==> config.mk <==
export PLATFORM = sky130hd
export DESIGN_NAME = rtc_digits_to_epoch_seconds
export DESIGN_NICKNAME = d
export VERILOG_FILES = /design/src/rtl/rtcep_pkg.sv /design/src/rtl/rtc_digits_to_epoch_seconds.sv
export SDC_FILE = /design/constraint.sdc
export NUM_CORES = 1
export LEC_CHECK = 0
export BUFFER_PORTS_ARGS = -buffer_cell sky130_fd_sc_hd__buf_2
export CORE_MARGIN = 2
export CORE_UTILIZATION = 40
export DETAILED_ROUTE_END_ITERATION = 8
export GPL_ROUTABILITY_DRIVEN = 1
export SETUP_SLACK_MARGIN = 0.05
export SKIP_CTS_REPAIR_TIMING = 1
export SLEW_MARGIN = 10
export SYNTH_ARGS = -nofsm -noshare
export SYNTH_HDL_FRONTEND = slang
export SYNTH_SLANG_ARGS = --single-unit
==> constraint.sdc <==
create_clock -name clk_i -period 17.8 [get_ports clk_i]
set_input_delay 0 -clock clk_i [delete_from_list [all_inputs] [get_ports clk_i]]
set_output_delay 0 -clock clk_i [all_outputs]
set_load 0.005 [all_outputs]
==> src/rtl/rtcep_pkg.sv <==
// Package for the clock-chip digits to epoch seconds converter: types, codes and tables.
package rtcep_pkg;

  // Width of the day count and number of serial multiply steps
  localparam int unsigned DaysW = 16;

  // Days from 1970-01-01 to 1980-01-01 (two leap years in between)
  localparam logic [DaysW-1:0] YearBaseDays = DaysW'(3652);

  // Seconds in one day, the serial multiplicand
  localparam logic [31:0] SecsPerDay = 32'd86400;

  // Status codes
  localparam logic [1:0] StatusOk      = 2'd0;
  localparam logic [1:0] StatusNoClock = 2'd1;
  localparam logic [1:0] StatusRange   = 2'd2;

  // Failing field codes
  localparam logic [2:0] FieldSec   = 3'd0;
  localparam logic [2:0] FieldMin   = 3'd1;
  localparam logic [2:0] FieldHour  = 3'd2;
  localparam logic [2:0] FieldDay   = 3'd3;
  localparam logic [2:0] FieldMonth = 3'd4;
  localparam logic [2:0] FieldYear  = 3'd5;

  // Digit nibble that marks an absent clock chip
  localparam logic [3:0] NoClockDigit = 4'd15;

  // One transfer on the input channel
  typedef struct packed {
    logic [3:0] sec_ones;
    logic [3:0] sec_tens;
    logic [3:0] min_ones;
    logic [3:0] min_tens;
    logic [3:0] hour_ones;
    logic [3:0] hour_tens;
    logic [3:0] day_ones;
    logic [3:0] day_tens;
    logic [3:0] month_ones;
    logic [3:0] month_tens;
    logic [3:0] year_ones;
    logic [3:0] year_tens;
  } rtcep_in_t;

  // One transfer on the output channel
  typedef struct packed {
    logic [31:0] epoch_seconds;
    logic [1:0]  status;
    logic [2:0]  bad_field;
  } rtcep_out_t;

  // Sequencer states
  typedef enum logic [3:0] {
    StIdle = 4'b0001,
    StPrep = 4'b0010,
    StMul  = 4'b0100,
    StDone = 4'b1000
  } rtcep_state_e;

  // ones + 10 * tens; at most 165
  function automatic logic [7:0] pair_value(input logic [3:0] ones, input logic [3:0] tens);
    logic [7:0] t8;
    t8 = {4'b0, tens};
    return {4'b0, ones} + (t8 << 3) + (t8 << 1);
  endfunction

  // Days in the whole months before a month, indexed from 0 (January)
  function automatic logic [8:0] month_cum(input logic [3:0] idx);
    logic [8:0] r;
    unique case (idx)
      4'd0:    r = 9'd0;
      4'd1:    r = 9'd31;
      4'd2:    r = 9'd59;
      4'd3:    r = 9'd90;
      4'd4:    r = 9'd120;
      4'd5:    r = 9'd151;
      4'd6:    r = 9'd181;
      4'd7:    r = 9'd212;
      4'd8:    r = 9'd243;
      4'd9:    r = 9'd273;
      4'd10:   r = 9'd304;
      4'd11:   r = 9'd334;
      default: r = 9'd0;
    endcase
    return r;
  endfunction

endpackage

==> src/rtl/rtc_digits_to_epoch_seconds.sv <==
// Top level: converts clock-chip digit nibbles to seconds since 1970 with a bit-serial multiply.
//
// Usage: one input transfer carries the twelve BCD-style digit nibbles read from the
// clock chip; one output transfer returns the epoch seconds with a status and, on a
// range failure, the code of the first failing field (year, month, day, hour, minute,
// second checked in that order). A seconds-ones nibble of 15 reports that no clock
// chip is fitted. On any error the seconds are zero.
// Both channels use valid/stall; a transfer happens when valid is high and stall low.
// Flow: an input transfer enters one preparation step, then the 16 steps of the
// bit-serial day x 86400 multiply, then a done step that loads the output register;
// on an error, preparation goes straight to done. A new item is taken only when the
// sequencer is idle again, so it waits for the 16-step multiply loop to finish.
// The output register parts the two sides: a new item is taken while a result still
// waits; if the receiver stalls, the finished next result holds in the sequencer until
// the output register frees.
// Reset (asynchronous, active low) empties the sequencer and the output register.
module rtc_digits_to_epoch_seconds (
  input  logic                  clk_i,
  input  logic                  rst_ni,
  input  logic                  in_valid_i,
  output logic                  in_stall_o,
  input  rtcep_pkg::rtcep_in_t  in_data_i,
  output logic                  out_valid_o,
  input  logic                  out_stall_i,
  output rtcep_pkg::rtcep_out_t out_data_o
);
  import rtcep_pkg::*;

  localparam int unsigned CntW = $clog2(DaysW);

  rtcep_state_e state_q, state_d;

  logic [7:0] sec_q, min_q, hour_q, day_q, mon_q, year_q;
  logic       noclk_q;

  logic [DaysW-1:0] days_q, days_d;
  logic [31:0]      acc_q, acc_d;
  logic [31:0]      mcand_q, mcand_d;
  logic [CntW-1:0]  cnt_q, cnt_d;
  logic [1:0]       status_q, status_d;
  logic [2:0]       bad_q, bad_d;

  logic       out_valid_q;
  rtcep_out_t out_q;

  logic in_xfer, out_xfer, out_free;

  logic [DaysW-1:0] days_calc;
  logic [16:0]      hms_calc;
  logic [1:0]       chk_status;
  logic [2:0]       chk_bad;
  logic             feb_leap;

  assign in_stall_o  = (state_q != StIdle);
  assign in_xfer     = in_valid_i && !in_stall_o;
  assign out_xfer    = out_valid_q && !out_stall_i;
  assign out_free    = !out_valid_q || !out_stall_i;
  assign out_valid_o = out_valid_q;
  assign out_data_o  = out_q;

  // Capture the combined digit pairs on an input transfer
  always_ff @(posedge clk_i) begin
    if (in_xfer) begin
      sec_q   <= pair_value(in_data_i.sec_ones, in_data_i.sec_tens);
      min_q   <= pair_value(in_data_i.min_ones, in_data_i.min_tens);
      hour_q  <= pair_value(in_data_i.hour_ones, in_data_i.hour_tens);
      day_q   <= pair_value(in_data_i.day_ones, in_data_i.day_tens);
      mon_q   <= pair_value(in_data_i.month_ones, in_data_i.month_tens);
      year_q  <= pair_value(in_data_i.year_ones, in_data_i.year_tens);
      noclk_q <= (in_data_i.sec_ones == NoClockDigit);
    end
  end

  // Range checks, first failure wins
  always_comb begin
    chk_status = StatusRange;
    chk_bad    = FieldSec;
    priority if (noclk_q) begin
      chk_status = StatusNoClock;
    end else if (year_q > 8'd99) begin
      chk_bad = FieldYear;
    end else if (mon_q == 8'd0 || mon_q > 8'd12) begin
      chk_bad = FieldMonth;
    end else if (day_q == 8'd0 || day_q > 8'd31) begin
      chk_bad = FieldDay;
    end else if (hour_q > 8'd23) begin
      chk_bad = FieldHour;
    end else if (min_q > 8'd59) begin
      chk_bad = FieldMin;
    end else if (sec_q > 8'd59) begin
      chk_bad = FieldSec;
    end else begin
      chk_status = StatusOk;
    end
  end

  // Day count: whole years, whole months, days of this month; only used when checks pass
  assign feb_leap  = (mon_q > 8'd2) && (year_q[1:0] == 2'b00);
  assign days_calc = YearBaseDays
                   + DaysW'(year_q[6:0]) * DaysW'(365)
                   + DaysW'((year_q[6:0] + 7'd3) >> 2)
                   + DaysW'(month_cum(mon_q[3:0] - 4'd1))
                   + DaysW'(feb_leap)
                   + DaysW'(day_q[4:0]) - DaysW'(1);

  // Seconds within the day
  assign hms_calc = 17'(hour_q[4:0]) * 17'd3600
                  + 17'(min_q[5:0]) * 17'd60
                  + 17'(sec_q[5:0]);

  // Sequencer and serial multiply
  always_comb begin
    state_d  = state_q;
    days_d   = days_q;
    acc_d    = acc_q;
    mcand_d  = mcand_q;
    cnt_d    = cnt_q;
    status_d = status_q;
    bad_d    = bad_q;
    unique case (state_q)
      StIdle: begin
        if (in_xfer) begin
          state_d = StPrep;
        end
      end
      StPrep: begin
        status_d = chk_status;
        bad_d    = (chk_status == StatusRange) ? chk_bad : FieldSec;
        days_d   = days_calc;
        mcand_d  = SecsPerDay;
        cnt_d    = '0;
        if (chk_status == StatusOk) begin
          acc_d   = 32'(hms_calc);
          state_d = StMul;
        end else begin
          acc_d   = '0;
          state_d = StDone;
        end
      end
      StMul: begin
        // one multiplier bit per cycle
        if (days_q[0]) begin
          acc_d = acc_q + mcand_q;
        end
        days_d  = days_q >> 1;
        mcand_d = mcand_q << 1;
        cnt_d   = cnt_q + CntW'(1);
        if (cnt_q == CntW'(DaysW - 1)) begin
          state_d = StDone;
        end
      end
      StDone: begin
        if (out_free) begin
          state_d = StIdle;
        end
      end
      default: begin
        state_d = StIdle;
      end
    endcase
  end

  always_ff @(posedge clk_i or negedge rst_ni) begin
    if (!rst_ni) begin
      state_q <= StIdle;
    end else begin
      state_q <= state_d;
    end
  end

  always_ff @(posedge clk_i) begin
    days_q   <= days_d;
    acc_q    <= acc_d;
    mcand_q  <= mcand_d;
    cnt_q    <= cnt_d;
    status_q <= status_d;
    bad_q    <= bad_d;
  end

  // Output register
  always_ff @(posedge clk_i or negedge rst_ni) begin
    if (!rst_ni) begin
      out_valid_q <= 1'b0;
    end else if (state_q == StDone && out_free) begin
      out_valid_q <= 1'b1;
    end else if (out_xfer) begin
      out_valid_q <= 1'b0;
    end
  end

  always_ff @(posedge clk_i) begin
    if (state_q == StDone && out_free) begin
      out_q.epoch_seconds <= acc_q;
      out_q.status        <= status_q;
      out_q.bad_field     <= bad_q;
    end
  end

  // Checks
  a_accept_to_prep: assert property (@(posedge clk_i) disable iff (!rst_ni)
    in_xfer |=> state_q == StPrep)
    else $error("accepted item did not enter preparation");

  a_mul_ends: assert property (@(posedge clk_i) disable iff (!rst_ni)
    (state_q == StMul && cnt_q == CntW'(DaysW - 1)) |=> state_q == StDone)
    else $error("multiply loop did not finish after the last bit");

  a_err_zero: assert property (@(posedge clk_i) disable iff (!rst_ni)
    (out_valid_o && out_data_o.status != StatusOk) |-> out_data_o.epoch_seconds == 32'd0)
    else $error("error result carries nonzero seconds");

  a_bad_code: assert property (@(posedge clk_i) disable iff (!rst_ni)
    (out_valid_o && out_data_o.status != StatusRange) |-> out_data_o.bad_field == FieldSec)
    else $error("field code set without a range error");

  a_no_overwrite: assert property (@(posedge clk_i) disable iff (!rst_ni)
    (out_valid_q && out_stall_i) |-> !(state_q == StDone && state_d == StIdle))
    else $error("sequencer left done while output register was held");

endmodule

==> impl_metrics.ini <==
[outcome]
run_status = complete, but fails checks
failed_checks = negative hold slack

[place]
pre_cts_ws_ns = 11.41
finalWeightedCongestion = 0.858
detailedPlacementHpwl_um = 18700
buffer_ports.inserted = 90

[floorplan]
ioPinCount = 91
floorplan.core_area_sq_mm = 0.0314
cell_row_count = 65
chipWidth_um = 182
die_outline_area_sq_mm = 0.0331
die_height_um = 182
start_util = 0.403

[timing]
fin_crit_sh = 0.362
timing.max_slew.rel_slack = 0.520
unrepaired_setup_endpoints_after_global_routing = no
finClkSkew_ns = 0.0214
setup_viol_count_final = 0
final.setup.worst_slack_ns = 11.35
slew_viol_final = 0
tightestPinTransition_ns = 0.714
timing_hold_violations_final = 3
final.setup.tns_ns = 0
fin_hold_ws_ns = -0.00874
finalWorstPathRequiredPeriod_ns = 6.45
fmax_ghz = 0.155

[worst_setup_path]
critical_path_class = reg2reg
endpoint_class_of_the_critical_path = flop
timing.critical_path.to = days_q[14]
path_cells = inv_1 -> ha_1 -> nand2_1 -> nand2_1 -> xor2_1 -> inv_1 -> o21ai_0 -> a22oi_1 -> fa_1 -> inv_1 -> fa_1 -> inv_1 -> fa_1 -> fa_1 -> ha_1 -> ha_1 -> a2111oi_0 -> o21ai_1 -> a41oi_1 -> o21ai_1 -> a21oi_1 -> or4b_1 -> nand3_1
timing.critical_path.depth = 23
critPathLaunch = mon_q[2]
timing.critical_path.from_type = flop
worst_r2r_path_depth = 23
regToRegSetupSlack_ns = 11.35
cp.arrival_ns = 6.62
path_buf_inv = 4
family_with_the_most_delay_on_the_worst_path = adder cells
worst_path_max_delay_cell = xor2_1
crit_required_ns = 17.98
cp_slowest_stage_delay_ns = 0.57
maximum_net_fanout_on_the_critical_path = 10
reg2reg_to = days_q[14]
reg2reg_from = mon_q[2]

[drt]
drt.antenna.violating_nets = 0
routed-via-count = 8348
drt-initial-drc-count = 478
top_layer_used = met4
detail_route.wirelength_um = 24500
route.detailed.vias_per_inst = 5.04
detail_route.wl_per_cell_um = 14.8
total_routed_wire_length_on_the_met1_layer_um = 12400
met3RoutedLength_um = 861
post-route-drc-count = 0
met2_length_um = 11000
drt-pass1-iter-count = 5

[yosys]
yosys_register_bits = 173
mappedNetlistArea_sq_mm = 0.0127
syn_avg_cell_area_sq_um = 11.5
yosysWarningCount = 0
synth_seq_area_share = 0.408
ys_flop_type = edfxtp_1
synth_enable_flop_cells = 168
async_reset_ff_frac = 0.0289
postSynthNetCount = 1413
syn-instance-count = 1103
synth_cell_types = 62

[global_routing]
grt_start_max_net_pins = 53
grt_pass1_wl_um = 40500
number_of_global_route_vias_before_repair = 8240
antenna_found_initial = 0
grt_overflow = 0
groute.usage.overall = 0.152

[cts]
clock_latency_ns = 0.44
numCtsBuffers = 17
cts_tree = yes
htree_num_levels = 4
numClockSinks = 173
clock_tree.buffer_depth = 2
path_clk_slew_ns = 0.07
clockRootBuffer = clkbuf_16

[layout]
post_route_cells_drive_above_1_share = 0.115
antenna_cells = 0
final_nets = 1550
area_growth_from_synthesis_to_layout_pct = 14.6

[min_path]
hold_class = in2reg

[run]
drv.max_cap_violation_count = 0
state kept, by name (all words and copies together) (netlist names), 2 cells and up:
name,count
sec_q,8
acc_q,32
state_q,4
bad_q,3
status_q,2
days_q,16
mon_q,8
day_q,8
year_q,8
mcand_q,25
hour_q,8
out_data_o,37
cnt_q,4
min_q,8
metrics by stage:
stage          std cells  cell area (sq um)  hold WS, ns  utilization
6_report            1655              14500     -0.00874        0.462
5_1_grt             1655              14500      0.00914        0.462
3_3_place_gp        1592              13700       -0.167        0.435
2_1_floorplan       1103              12700       -0.296            -
3_5_place_dp        1592              13700       -0.167        0.435
4_1_cts             1624              14200       -0.622        0.452
final cells by class:
cell class,count,area [sq um]
Fill cell,2905,16900
Multi-Input combinational cell,799,7030
Sequential cell,173,5170
Timing Repair Buffer,130,828
Tap cell,402,503
Inverter,119,447
Clock buffer,18,429
Clock inverter,14,109
placed cells by master, fill, tap and decap left out, types with 8 or more instances in the layout:
| cell | Yosys | layout |
|---|---|---|
| ha_1 | 195 | 195 |
| edfxtp_1 | 168 | 168 |
| inv_1 | 117 | 117 |
| buf_2 | 0 | 90 |
| a21oi_1 | 66 | 65 |
| fa_1 | 63 | 63 |
| nand2_1 | 57 | 57 |
| nor2_1 | 55 | 54 |
| xnor2_1 | 46 | 46 |
| o21ai_0 | 31 | 31 |
| dlygate4sd3_1 | 0 | 31 |
| a21o_1 | 30 | 30 |
| xor2_1 | 29 | 29 |
| nor3_1 | 30 | 29 |
| o21a_1 | 21 | 21 |
| and2_1 | 21 | 21 |
| clkbuf_16 | 0 | 17 |
| nand3_1 | 16 | 16 |
| nor2b_1 | 14 | 14 |
| nand2b_1 | 12 | 11 |
| o21ai_1 | 10 | 10 |
| o31ai_1 | 9 | 9 |
| buf_4 | 0 | 9 |
| a211oi_1 | 8 | 8 |
per-layer routing:
layer	global-route usage	up-vias
li1	-	4219
met1	0.217	3976
met2	0.243	141
met3	0.0285	12
met4	0.0300	0
met5	0	-
how the worst min path moves through the flow:
stage	from	cells after the start	endpoint
3_3_place_gp	rst_ni	1	out_valid_o
5_1_grt	in_data_i[22]	3	day_q[2]
2_1_floorplan	rst_ni	0	out_valid_o
4_1_cts	rst_ni	1	state_q[2]
6_report	in_data_i[14]	3	mon_q[2]
3_5_place_dp	rst_ni	1	out_valid_o
synth_stat cells, types with 2 or more instances:
cell type	n	area [sq um]
and3_1	6	37.5
nor3_1	30	150
clkbuf_1	11	41.3
nor2_1	55	206
a21o_1	30	225
o21ai_1	10	50.1
fa_1	63	1260
a31oi_1	5	31.3
nand3b_1	3	22.5
a211oi_1	8	60.1
and2_1	21	131
dfrtp_1	4	100
nor4_1	4	25.0
nand4b_1	2	17.5
inv_1	117	439
nor3b_1	5	37.5
nand2_1	57	214
mux2_2	2	22.5
o21a_1	21	158
a21oi_1	66	330
nand2b_1	12	75.1
inv_2	2	7.51
mux2i_1	2	20.0
or2_2	2	12.5
or4b_1	2	20.0
a31o_2	3	26.3
nor2b_1	14	87.6
ha_1	195	2440
nand3_1	16	80.1
o31a_1	2	17.5
or3_1	7	43.8
xnor2_1	46	403
o22ai_1	5	31.3
o211ai_1	4	30.0
edfxtp_1	168	5040
a22oi_1	2	15.0
o21bai_1	6	45.0
nand4_1	5	31.3
o31ai_1	9	67.6
xor2_1	29	254
o21ai_0	31	155
kinds of logic (layout without fill, tap and decap cells):
kind of cell               Yosys count  after routing  share of synthesized area
muxes                                4              4                    0.00336
adders and majority gates          258            258                      0.292
and+or+nand+nor                    246            246                     0.0974
buffers and inverters              131            281                     0.0388
xor gates and xnor gates            75             75                     0.0519
AOI/OAI and AO/OA                  216            216                      0.108
DFF                                173            173                      0.408
worst reg2reg max path, delay by kind of cell (launching register included):
family          cells  cell delay, ns
flops               1            0.44
fa+ha+maj           7            2.70
xor+xnor            1            0.57
buf+inv             4            0.57
simple gates        4            0.34
compound gates      7            1.58
Power is not shown: default switching activity piles up to over one toggle a cycle in this logic, so the estimate is an artifact.
